==> src/rtl/core/zchs_pkg.sv <==
// Package for the zero-crossing half-bit sampler.
// Holds register codes, reset values and fixed widths; no dependencies.
package zchs_pkg;

    // Fixed widths of the configuration port and the crossing counter
    localparam int CFG_IDX_BITS  = 3;
    localparam int CFG_DATA_BITS = 4;
    localparam int CNT_BITS      = 4;
    localparam int FRAC_BITS     = 16;

    typedef logic [CNT_BITS-1:0] t_cnt;
    typedef logic [3:0]          t_shift;

    // Register indexes of the configuration port
    typedef enum logic [CFG_IDX_BITS-1:0] {
        CFG_ENABLE_FILTER = 3'd0,
        CFG_SIGNAL_SHIFT  = 3'd1,
        CFG_DC_SHIFT      = 3'd2,
        CFG_EARLY_OFFSET  = 3'd3,
        CFG_LATE_OFFSET   = 3'd4
    } t_cfg_reg;

    // Reset values of the registers
    localparam logic   RST_ENABLE_FILTER = 1'b1;
    localparam t_shift RST_SIGNAL_SHIFT  = 4'd2;
    localparam t_shift RST_DC_SHIFT      = 4'd7;
    localparam t_cnt   RST_EARLY_OFFSET  = 4'd2;
    localparam t_cnt   RST_LATE_OFFSET   = 4'd7;

    // Saturation value of the crossing counter
    localparam t_cnt CNT_MAX = 4'd15;

    // Sample point codes
    localparam logic POINT_EARLY = 1'b0;
    localparam logic POINT_LATE  = 1'b1;

endpackage

==> src/rtl/core/zchs_in_if.sv <==
// Input channel of the zero-crossing half-bit sampler: one audio sample per item.
// Valid/ready handshake; no dependencies.
interface zchs_in_if #(
    parameter int SAMPLE_BITS = 16
);
    logic                          valid;
    logic                          ready;
    logic signed [SAMPLE_BITS-1:0] sample;

    modport source (output valid, output sample, input ready);
    modport sink   (input valid, input sample, output ready);
endinterface

==> src/rtl/core/zchs_out_if.sv <==
// Output channel of the zero-crossing half-bit sampler: one half-bit per item.
// Valid/ready handshake; no dependencies.
interface zchs_out_if;
    logic valid;
    logic ready;
    logic polarity;
    logic sample_point;

    modport source (output valid, output polarity, output sample_point, input ready);
    modport sink   (input valid, input polarity, input sample_point, output ready);
endinterface

==> src/rtl/core/zero_crossing_halfbit_sampler_unit.sv <==
// Top level of the zero-crossing half-bit sampler.
// Depends on zchs_pkg, zchs_in_if and zchs_out_if.
//
// Takes one signed sample per cycle and gives a half-bit item at the early and
// late sample points after each zero crossing. An accepted sample updates the
// fast and slow Q16 low-pass filters at once while filtering is on, and enters
// stage one; stage one forms the band-limited sample (the raw sample while
// filtering is off), checks for a crossing and, as it advances, loads the output
// register when a half-bit is due; the result is offered from the output register.
// The sustained rate is one sample per cycle, set by the single filter update
// path, as long as the output side keeps up; while a result waits in the output
// register, stage one holds its item and, once it is full, the input stalls until the result is taken.

module zero_crossing_halfbit_sampler_unit #(
    parameter int SAMPLE_BITS = 16
) (
    input  logic                                 i_clk,
    input  logic                                 i_rst_n,
    input  logic                                 i_cfg_we,
    input  logic [zchs_pkg::CFG_IDX_BITS-1:0]    i_cfg_idx,
    input  logic [zchs_pkg::CFG_DATA_BITS-1:0]   i_cfg_data,
    zchs_in_if.sink                              i_in,
    zchs_out_if.source                           o_out
);

    localparam int AW = SAMPLE_BITS + zchs_pkg::FRAC_BITS;  // filter state width
    localparam int DW = AW + 1;                             // difference width

    // Configuration registers
    logic                 r_en;
    zchs_pkg::t_shift     r_sig_shift;
    zchs_pkg::t_shift     r_dc_shift;
    zchs_pkg::t_cnt       r_early;
    zchs_pkg::t_cnt       r_late;

    // Filter state and stage-one item
    logic signed [AW-1:0]          r_fast, r_slow;
    logic signed [SAMPLE_BITS-1:0] r_raw;
    logic                          r_s1_vld;

    // Crossing state
    logic                 r_prev_neg;
    zchs_pkg::t_cnt       r_cnt;

    // Output register
    logic                 r_out_vld;
    logic                 r_out_bit;
    logic                 r_out_pt;

    // Combinational signals
    logic                          in_acc, out_free, s1_adv;
    logic signed [AW-1:0]          x_q16;
    logic signed [DW-1:0]          d_fast, d_slow, sh_fast, sh_slow, d_avg;
    logic signed [AW-1:0]          n_fast, n_slow;
    logic signed [SAMPLE_BITS:0]   filt_wide;
    logic signed [SAMPLE_BITS-1:0] filt_sat, used;
    logic                          neg, pos, crossing, hit_e, hit_l, emit;
    zchs_pkg::t_cnt                n_cnt;

    // Write configuration registers
    always_ff @(posedge i_clk) begin
        if (!i_rst_n) begin
            r_en        <= zchs_pkg::RST_ENABLE_FILTER;
            r_sig_shift <= zchs_pkg::RST_SIGNAL_SHIFT;
            r_dc_shift  <= zchs_pkg::RST_DC_SHIFT;
            r_early     <= zchs_pkg::RST_EARLY_OFFSET;
            r_late      <= zchs_pkg::RST_LATE_OFFSET;
        end else if (i_cfg_we) begin
            unique case (zchs_pkg::t_cfg_reg'(i_cfg_idx))
                zchs_pkg::CFG_ENABLE_FILTER: r_en        <= i_cfg_data[0];
                zchs_pkg::CFG_SIGNAL_SHIFT:  r_sig_shift <= i_cfg_data;
                zchs_pkg::CFG_DC_SHIFT:      r_dc_shift  <= i_cfg_data;
                zchs_pkg::CFG_EARLY_OFFSET:  r_early     <= i_cfg_data;
                zchs_pkg::CFG_LATE_OFFSET:   r_late      <= i_cfg_data;
                default: ;
            endcase
        end
    end

    // Handshake: stage one advances only when the output register can take a result
    assign out_free    = !r_out_vld || o_out.ready;
    assign s1_adv      = r_s1_vld && out_free;
    assign i_in.ready  = !r_s1_vld || s1_adv;
    assign in_acc      = i_in.valid && i_in.ready;

    // Filter update: q += (x - q) >>> shift, flooring shift
    always_comb begin
        x_q16   = {i_in.sample, {zchs_pkg::FRAC_BITS{1'b0}}};
        d_fast  = {x_q16[AW-1], x_q16} - {r_fast[AW-1], r_fast};
        d_slow  = {x_q16[AW-1], x_q16} - {r_slow[AW-1], r_slow};
        sh_fast = d_fast >>> r_sig_shift;
        sh_slow = d_slow >>> r_dc_shift;
        n_fast  = r_fast + sh_fast[AW-1:0];
        n_slow  = r_slow + sh_slow[AW-1:0];
    end

    // Load filter state and stage-one item on accept
    always_ff @(posedge i_clk) begin
        if (!i_rst_n) begin
            r_fast   <= '0;
            r_slow   <= '0;
            r_s1_vld <= 1'b0;
        end else begin
            if (in_acc && r_en) begin
                r_fast <= n_fast;
                r_slow <= n_slow;
            end
            if (in_acc) begin
                r_s1_vld <= 1'b1;
            end else if (s1_adv) begin
                r_s1_vld <= 1'b0;
            end
        end
    end

    always_ff @(posedge i_clk) begin
        if (in_acc) begin
            r_raw <= i_in.sample;
        end
    end

    // Form the used sample: integer part of the difference, saturated, or the raw sample while filtering is off
    always_comb begin
        d_avg     = {r_fast[AW-1], r_fast} - {r_slow[AW-1], r_slow};
        filt_wide = d_avg[DW-1:zchs_pkg::FRAC_BITS];
        if (filt_wide[SAMPLE_BITS] != filt_wide[SAMPLE_BITS-1]) begin
            filt_sat = filt_wide[SAMPLE_BITS] ? {1'b1, {(SAMPLE_BITS-1){1'b0}}}
                                              : {1'b0, {(SAMPLE_BITS-1){1'b1}}};
        end else begin
            filt_sat = filt_wide[SAMPLE_BITS-1:0];
        end
        used = r_en ? filt_sat : r_raw;
    end

    // Crossing detection and sample point match
    always_comb begin
        neg      = used[SAMPLE_BITS-1];
        pos      = !neg && (used != '0);
        crossing = neg != r_prev_neg;
        hit_e    = r_cnt == r_early;
        hit_l    = r_cnt == r_late;
        emit     = !crossing && (hit_e || hit_l);
        if (crossing) begin
            n_cnt = zchs_pkg::t_cnt'(1);
        end else if (r_cnt == zchs_pkg::CNT_MAX) begin
            n_cnt = r_cnt;
        end else begin
            n_cnt = r_cnt + zchs_pkg::t_cnt'(1);
        end
    end

    // Advance crossing state and output register
    always_ff @(posedge i_clk) begin
        if (!i_rst_n) begin
            r_prev_neg <= 1'b0;
            r_cnt      <= '0;
            r_out_vld  <= 1'b0;
        end else begin
            if (s1_adv) begin
                r_prev_neg <= neg;
                r_cnt      <= n_cnt;
            end
            if (s1_adv && emit) begin
                r_out_vld <= 1'b1;
            end else if (o_out.ready) begin
                r_out_vld <= 1'b0;
            end
        end
    end

    always_ff @(posedge i_clk) begin
        if (s1_adv && emit) begin
            r_out_bit <= pos;
            r_out_pt  <= hit_e ? zchs_pkg::POINT_EARLY : zchs_pkg::POINT_LATE;
        end
    end

    assign o_out.valid        = r_out_vld;
    assign o_out.polarity     = r_out_bit;
    assign o_out.sample_point = r_out_pt;

    // A produced result shows up in the output register with its value
    a_emit_loads: assert property (@(posedge i_clk) disable iff (!i_rst_n)
        s1_adv && emit |=> o_out.valid && (o_out.polarity == $past(pos)))
        else $error("result not loaded into output register");

    // No new sample while stage one holds a stalled item
    a_no_accept_on_stall: assert property (@(posedge i_clk) disable iff (!i_rst_n)
        r_s1_vld && !s1_adv |-> !i_in.ready)
        else $error("input accepted while stage one stalled");

    // Counter saturates instead of wrapping
    a_cnt_sat: assert property (@(posedge i_clk) disable iff (!i_rst_n)
        (r_cnt == zchs_pkg::CNT_MAX) && s1_adv && !crossing |=> r_cnt == zchs_pkg::CNT_MAX)
        else $error("crossing counter wrapped");

    // Filters hold while filtering is off
    a_filter_hold: assert property (@(posedge i_clk) disable iff (!i_rst_n)
        in_acc && !r_en |=> $stable(r_fast) && $stable(r_slow))
        else $error("filter state moved with filtering disabled");

endmodule

==> src/flat_wrapper.sv <==
// flat-port wrapper written by rule: the top's interface ports become plain ports
module zero_crossing_halfbit_sampler_unit_flat 
#(
    parameter int SAMPLE_BITS = 16
)
  (i_clk, i_rst_n, i_cfg_we, i_cfg_idx, i_cfg_data, i_in_valid, i_in_sample, i_in_ready, o_out_valid, o_out_polarity, o_out_sample_point, o_out_ready);
  zchs_in_if #(.SAMPLE_BITS(SAMPLE_BITS)) i_in_i ();
  zchs_out_if o_out_i ();
  input  logic i_clk;
  input  logic i_rst_n;
  input  logic i_cfg_we;
  input  logic [zchs_pkg::CFG_IDX_BITS-1:0] i_cfg_idx;
  input  logic [zchs_pkg::CFG_DATA_BITS-1:0] i_cfg_data;
  input wire logic [$bits(i_in_i.valid)-1:0] i_in_valid;
  input wire logic [$bits(i_in_i.sample)-1:0] i_in_sample;
  output wire logic [$bits(i_in_i.ready)-1:0] i_in_ready;
  output wire logic [$bits(o_out_i.valid)-1:0] o_out_valid;
  output wire logic [$bits(o_out_i.polarity)-1:0] o_out_polarity;
  output wire logic [$bits(o_out_i.sample_point)-1:0] o_out_sample_point;
  input wire logic [$bits(o_out_i.ready)-1:0] o_out_ready;
  assign i_in_i.valid = i_in_valid;
  assign i_in_i.sample = i_in_sample;
  assign i_in_ready = i_in_i.ready;
  assign o_out_valid = o_out_i.valid;
  assign o_out_polarity = o_out_i.polarity;
  assign o_out_sample_point = o_out_i.sample_point;
  assign o_out_i.ready = o_out_ready;
  zero_crossing_halfbit_sampler_unit #(.SAMPLE_BITS(SAMPLE_BITS)) u_core (.i_clk(i_clk), .i_rst_n(i_rst_n), .i_cfg_we(i_cfg_we), .i_cfg_idx(i_cfg_idx), .i_cfg_data(i_cfg_data), .i_in(i_in_i), .o_out(o_out_i));
endmodule
==> config.mk <==
export PLATFORM = sky130hd
export DESIGN_NAME = zero_crossing_halfbit_sampler_unit_flat
export DESIGN_NICKNAME = d
export VERILOG_FILES = /design/src/rtl/core/zchs_pkg.sv /design/src/rtl/core/zchs_in_if.sv /design/src/rtl/core/zchs_out_if.sv /design/src/rtl/core/zero_crossing_halfbit_sampler_unit.sv /design/src/flat_wrapper.sv
export SDC_FILE = /design/constraint.sdc
export NUM_CORES = 1
export LEC_CHECK = 0
export ABC_AREA = 1
export BUFFER_PORTS_ARGS = -buffer_cell sky130_fd_sc_hd__buf_4
export CORE_ASPECT_RATIO = 0.75
export CORE_MARGIN = 10
export CORE_UTILIZATION = 55
export CTS_BUF_LIST = sky130_fd_sc_hd__clkbuf_8
export DETAILED_ROUTE_END_ITERATION = 16
export PLACE_DENSITY_LB_ADDON = 0.15
export SLEW_MARGIN = 5
export SYNTH_ARGS = -nofsm -noshare
export SYNTH_HDL_FRONTEND = slang
export SYNTH_SLANG_ARGS = --single-unit
==> constraint.sdc <==
create_clock -name i_clk -period 4 [get_ports i_clk]
set_input_delay 0.6 -clock i_clk [delete_from_list [all_inputs] [get_ports i_clk]]
set_output_delay 0.6 -clock i_clk [all_outputs]
set_load 0.03 [all_outputs]
==> results.md, run 1 <==
* Status: aborted with a tool error
* Fail Step: 5_1_grt
* Error: [ERROR GRT-0232] Routing congestion too high. Check the congestion heatmap in the GUI.
* DP Area at 0.0200 mm2
* CTS H-tree lvls at 3
* Post-synth EDFFs at 18
* Synth area leader: nand2_1
* Global route overflow at 84
* Avg Cell Area, Syn at ~6.0 um2
* Ys flop type: dfxtp_1
* Synth Instances at roughly 2500
* Die Height at between 150 and 200 um
* Flop and latch count out of synthesis at 106
* Cells after DPL at roughly 3400
* # IOs at 32
* GPL Wtd Cong at approximately 1.1
* Clk buf depth at 2
* DPL Wire Length at between 50 and 60 mm
* All-layer global routing usage at 0.707
* Post-Place Worst Slack at -1.00 ns
* Most common cell in the synthesized netlist: nand2_1
* # port buffers at 31
* Post-synth top cells: nand2_1, inv_1, a21oi_1
* Share of the yosys chip area belonging to registers at 0.153
* Worst_ep grt: u_core.r_fast[28]$_SDFFE_PN0P_/D
* Chip width at approximately 210 um
* Distinct cells, synth at 60
* Floorplan row count at between 50 and 60
* Ys async rst share at 0
* Number of CTS-inserted buffers at 9
* Largest net degree at the start of global routing at 52
* Initial antenna violation count at 10
* Starting density of the core at 0.558
* Post-synthesis net count at between 2000 and 3000
* Root Driver: clkbuf_8
* Synth area leaders: nand2_1, dfxtp_1, ha_1, inv_1, a21oi_1
* Worst-path end type: register data pin
* Clk sink count at roughly 110
* Yosys top cell area share at 0.152
* Yosys warns at 0
* Post-synthesis cell area at around 0.015 mm2
cell families after synthesis:
logic type / synth area share
XOR/XNOR: 0.0622
multiplexers: 0.00730
AND/OR/NAND/NOR: 0.327
AO/OA/AOI/OAI: 0.227
adder cells (fa/ha/maj): 0.115
flip-flops: 0.153
buffers and inverters: 0.108
repair_timing:
| item | 4_1_cts |
|---|---|
| resized for setup | 339 |
| hold buffers | 0 |
| pin swaps | 119 |
| endpoints found under the hold margin | 0 |
| buffers inserted | 50 |
| endpoints found under the setup margin | 51 |
layer usage:
| metal | overflow | GRT usage |
|---|---|---|
| met3 | 3 | 0.649 |
| met2 | 35 | 0.823 |
| met4 | 39 | 0.649 |
| met1 | 7 | 0.697 |
| met5 | 0 | 0.382 |
through the flow:
stage	setup TNS [ns]	util
after floorplan	0	-
after global placement	-26.73	0.740
after detailed placement	-30.26	0.740
after CTS	-1.44	0.812
==> run 2, diff against run 1 <==
Settings changed: CORE_ASPECT_RATIO 0.75 to unset, CORE_UTILIZATION 55 to 40, CTS_BUF_LIST sky130_fd_sc_hd__clkbuf_8 to unset.
Clock period 4 ns to 5.2 ns, I/O delays scaled along.
==> results.md, run 2 <==
* Flop and latch count out of synthesis at 106 (unchanged)
* P&R area growth vs syn at 7.45%
* CP Capture Type: register
* Number of CTS-inserted buffers at 9 (unchanged)
* Post-synth EDFFs at 18 (unchanged)
* Hold_buf cts at 0 (unchanged)
* Wire per inst at ~18 um
* Ys flop type: dfxtp_1
* Hold WS at just under 0.5 ns
* Largest net degree at the start of global routing at 56
* WP data arrival at 5.11 ns
* Hold/Removal Path Class: register to register
* Via density per instance at around 5.5
* Share of the yosys chip area belonging to registers at 0.153 (unchanged)
* CP Data Required Time at roughly 5.5 ns
* Crit path max-delay family: compound AO/OA/AOI/OAI gates
* Worst Tran Pin Value at approximately 1.0 ns
* Clk pin slew, worst setup/hold paths at about 0.080 ns
* Total Die Area at ~0.046 mm2
* Global route overflow at 0
* DPL Wire Length at 45.1 mm (-14%)
* Number of global-route vias before repair at between 10000 and 15000
* # port buffers at 31 (unchanged)
* All-layer global routing usage at 0.229
* Antenna Nets Post-Route at 0
* Distinct cells, synth at 60 (unchanged)
* Cell mode on critical path: nand2_1
* Max-slew violations at 0
* Layout cells sized above 1 at 0.0769
* Max frequency at 208 MHz
* Max FO, Critical Path at 4
* Post-Route WL at between 50 and 60 mm
* Worst clock skew at between 0.01 and 0.015 ns
* Initial antenna violation count at 0
* Post-synthesis net count at 2688 (unchanged)
* Crit path largest cell delay at between 0.5 and 0.6 ns
* Starting density of the core at 0.403 (-0.155)
* # IOs at 32 (unchanged)
* Core region area at ~0.037 mm2
* Routed metal-1 wirelength at around 26 mm
* DR WL met2 at between 20 and 25 mm
* Chip width at 214 um (+1.4%)
* Part of the cycle the worst path needs at 0.926
* Floorplan row count at 71 (+37%)
* Root Driver: clkbuf_16
* Initial detailed-routing violation count at 1703
* Relative slew slack at 0.320
* Yosys top cell area share at 0.152 (unchanged)
* Synth area leaders: nand2_1, dfxtp_1, ha_1, inv_1, a21oi_1
* Wire length on met3 at 4.48 mm
* Top sig layer: met4
* Avg Cell Area, Syn at 5.98 um2 (unchanged)
* Most frequent cells in the layout: nand2_1, inv_1, a21oi_1
* Final setup viols at 0
* Synth area leader: nand2_1
* Diode count at 0
* Largest registers: u_core.r_fast x32, u_core.r_slow x32, u_core.r_raw x16
* CTS H-tree lvls at 3 (unchanged)
* Global-route wire length before repair at roughly 84 mm
* Crit start category: register
* Crit path time final at roughly 4.8 ns
* DRC viols at 0
* Ys async rst share at 0 (unchanged)
* Clk sink count at 106 (unchanged)
* Most common cell in the synthesized netlist: nand2_1
* Worst-Skew Late Latency at approximately 0.40 ns
* CP Class: register to register
* CTS tree: done
* Pre-Repair DR Iteration Count at 8
* GPL Wtd Cong at 0.957 (-12%)
* RSZ-0062 raised after global routing: false
* Max cap viols at 0
* Post-synth top cells: nand2_1, inv_1, a21oi_1
* Clk buf depth at 2 (unchanged)
* Via Count at 16647
* Post-Place Worst Slack at -0.0761 ns (+0.928 ns)
* Post-synthesis cell area at 0.0151 mm2 (unchanged)
* Commonest non-fill, non-tap cell in the layout: nand2_1
* Synth Instances at 2523 (unchanged)
* Final hold violation count at 0
* Buffers & Inverters on Critical Path at 4
* Worst setup margin at 0.383 ns
* Die Height at 214 um (+31%)
* # nets final at 2682
* Yosys warns at 0 (unchanged)
* Status: complete, no violations
* Crit-path slowest cell: fa_1
## run 2: cell counts after synthesis
No cell type changed its count.
## run 2: worst reg2reg max path, delay by kind of cell, from the launching register on
family,cells,cell delay [ns]
XOR/XNOR,2,0.48
multiplexers,1,0.14
AND/OR/NAND/NOR,11,1.28
AO/OA/AOI/OAI,8,1.32
flip-flops,1,0.37
buffers and inverters,4,0.38
adder cells (fa/ha/maj),2,0.76
## run 2: layer usage
layer | vias up | global-route usage
met2 | 612 | 0.341
met3 | 57 | 0.0501
li1 | 8418 | -
met5 | - | 0
met1 | 7560 | 0.321
met4 | 0 | 0.0685
## run 2: final cells by class
cell class	instances	area, um2
Fill cell	4082	21200
Multi-Input combinational cell	1986	11200
Sequential cell	106	2300
Inverter	356	1340
Tap cell	511	639
Timing Repair Buffer	58	435
Clock buffer	9	225
Clock inverter	7	88.8
## run 2: cells by family (layout without fill, tap and decap cells)
logic type | after synthesis | after routing | share of synthesized area
and+or+nand+nor | 1127 | 1127 | 0.327
AOI/OAI and AO/OA | 604 | 604 | 0.227
buffers and inverters | 431 | 430 | 0.108
adders and majority gates | 137 | 137 | 0.115
xor gates and xnor gates | 107 | 107 | 0.0622
DFF | 106 | 106 | 0.153
muxes | 11 | 11 | 0.00730
## run 2: stage by stage
step                instances  instance area, um2   util   TNS, ns
finish                   3033               16200  0.433         0
global route             3033               16200  0.433         0
CTS                      3032               16200  0.432         0
detailed placement       3016               15800  0.424   -0.0761
global placement         3016               15800  0.424  -0.00820
floorplan                2523               15100      -         0
## run 2: timing repair
| item | 4_1_cts | 5_1_grt |
|---|---|---|
| gates resized for setup | 0 | 9 |
| endpoints found under the setup margin | 0 | 17 |
| setup buffers | 0 | 1 |
## run 2: path summary, 6_finish.rpt
kind	start	cells past startpoint	slack [ns]	endpoint
worst min register to register	u_core.r_early[1]	2	0.49	u_core.r_early[1]
worst min-delay path	u_core.r_early[1]	2	0.49	u_core.r_early[1]
worst max register to register	u_core.r_fast[0]	28	0.38	u_core.r_fast[24]
worst max-delay path	u_core.r_fast[0]	28	0.38	u_core.r_fast[24]
Power of run 2 is not shown: default switching activity piles up to over one toggle a cycle in this logic, so the estimate is an artifact.
==> run 3, diff against run 2 <==
Clock period 5.2 ns to 3.85 ns, I/O delays scaled along.
==> results.md, run 3 (synthesized netlist as in run 2, its figures left out) <==
* Via Count at 20304 (+22%)
* CTS H-tree lvls at 3 (unchanged)
* Hold_buf cts at 0 (unchanged)
* Cells after DPL at 3652 (+21%)
* Pre-Repair DR Iteration Count at 5 (-3)
* Part of the cycle the worst path needs at 1.11 (+0.182)
* Max FO, Critical Path at 4 (unchanged)
* Number of global-route vias before repair at 18950 (+26%)
* Largest net degree at the start of global routing at 40 (-29%)
* Setup TNS at -9.77 ns (-9.77 ns)
* CTS tree: done
* Final setup viols at 41 (+41)
* Initial detailed-routing violation count at 1787 (+4.9%)
* Wire per inst at 18.6 um (+3.5%)
* WP data arrival at 4.55 ns (-0.56 ns)
* Antenna Nets Post-Route at 0 (unchanged)
* Clk pin slew, worst setup/hold paths at 0.08 ns (about the same)
* Worst-Skew Late Latency at 0.41 ns (about the same)
* CP Capture Type: register
* Starting density of the core at 0.403 (unchanged)
* Global route overflow at 0 (unchanged)
* Clk sink count at 106 (unchanged)
* All-layer global routing usage at 0.284 (+0.0552)
* GPL Wtd Cong at 0.978 (+2.1%)
* Status: finished with violations
* Via density per instance at 5.35 (-2.5%)
* DPL Wire Length at 53.5 mm (+19%)
* Crit path time final at 4.27 ns (-0.551 ns)
* Final hold violation count at 0 (unchanged)
* Global-route wire length before repair at 104 mm (+24%)
* RSZ-0062 raised after global routing: true
* CP Class: register to register
* Total Die Area at 0.0459 mm2 (unchanged)
* Floorplan row count at 71 (unchanged)
* Core region area at 0.0374 mm2 (unchanged)
* Max-slew violations at 0 (unchanged)
* DRC viols at 0 (unchanged)
* Worst setup margin at -0.416 ns (-0.799 ns)
* Chip width at 214 um (unchanged)
* Root Driver: clkbuf_16
* Max cap viols at 0 (unchanged)
* Largest registers: u_core.r_fast x32, u_core.r_slow x32, u_core.r_raw x16
* Max frequency at 234 MHz (+13%)
* CP Data Required Time at 4.13 ns (-1.36 ns)
* Failing checks: negative setup slack
* # nets final at 3445 (+28%)
* Post-Route WL at 70.8 mm (+30%)
* Clk buf depth at 2 (unchanged)
* Initial antenna violation count at 0 (unchanged)
* Number of CTS-inserted buffers at 9 (unchanged)
* Die Height at 214 um (unchanged)
* Diode count at 0 (unchanged)
* Worst clock skew at 0.0167 ns (+0.00396 ns)
* Commonest non-fill, non-tap cell in the layout: buf_4
* Worst Tran Pin Value at 1.04 ns (+0.0174 ns)
* P&R area growth vs syn at 67.8%
* Layout cells sized above 1 at 0.457 (+0.380)
* Hold WS at 0.392 ns (-0.0955 ns)
* # IOs at 32 (unchanged)
* # port buffers at 31 (unchanged)
* Relative slew slack at 0.309 (-0.0108)
* Most frequent cells in the layout: buf_4, nand2_1, inv_1
* Hold/Removal Path Class: input port to register
* Finished Layout Cells at 3796 (+25%)
* Crit start category: register
-- run 3: cell count changes in the layout (fill, tap and decap cells not counted), sizes merged --
cell / before / now
inv: 358 / 359
buf: 58 / 821
clkinvlp: 0 / 1
clkinv: 5 / 2
clkbuf: 9 / 10
-- run 3: layout make-up --
class                           count  area [um2]
Clock buffer                       10         229
Clock inverter                      6        56.3
Fill cell                        3250       12100
Inverter                          356        1360
Multi-Input combinational cell   1986       14300
Sequential cell                   106        2340
Tap cell                          511         639
Timing Repair Buffer              821        6360
-- run 3: layer usage --
layer,wire [um],vias up,track usage
met5,0,-,0
met4,2280,0,0.0856
met3,5080,131,0.0425
met2,30900,754,0.435
met1,32500,9461,0.402
li1,-,9958,-
-- run 3: critical path: stages, from the launching register on --
cell,delay (ns)
dfxtp_2,0.34
buf_6,0.14
nor3_4,0.23
buf_6,0.14
nand4_4,0.11
buf_4,0.19
xor2_2,0.16
nand2_1,0.08
o21ai_0,0.13
nand2_1,0.10
o21ai_0,0.14
o21ai_2,0.20
o21ai_1,0.10
buf_4,0.17
buf_4,0.13
fa_2,0.37
nand3_2,0.09
nand2_2,0.08
buf_4,0.15
buf_4,0.13
buf_4,0.13
buf_4,0.12
buf_4,0.13
buf_4,0.13
buf_4,0.13
buf_4,0.13
xnor2_2,0.12
a21oi_1,0.07
-- run 3: final timing paths --
kind         depth (start not counted)  slack [ns]                 to              start
max                                 27       -0.42   u_core.r_fast[4]   u_core.r_fast[1]
max reg2reg                         27       -0.42   u_core.r_fast[4]   u_core.r_fast[1]
min                                  1        0.39   u_core.r_raw[12]    i_in_sample[12]
min reg2reg                          2        0.49  u_core.r_early[1]  u_core.r_early[1]
-- run 3: metrics by stage --
| stage | cell area (um2) | setup slack [ns] | util |
|---|---|---|---|
| detailed placement | 20700 | -1.22 | 0.553 |
| floorplan | 15100 | 0.00437 | - |
| CTS | 23400 | -0.357 | 0.627 |
| finish | 25300 | -0.416 | 0.677 |
| global route | 25300 | -0.633 | 0.677 |
| global placement | 20700 | -1.16 | 0.553 |
-- run 3: timing repair --
item                       4_1_cts  5_1_grt
setup endpoints to repair       57       61
buffers inserted               106       40
resized for setup              418      384
pin swaps                      152      176
Power of run 3 is left out for the same reason.
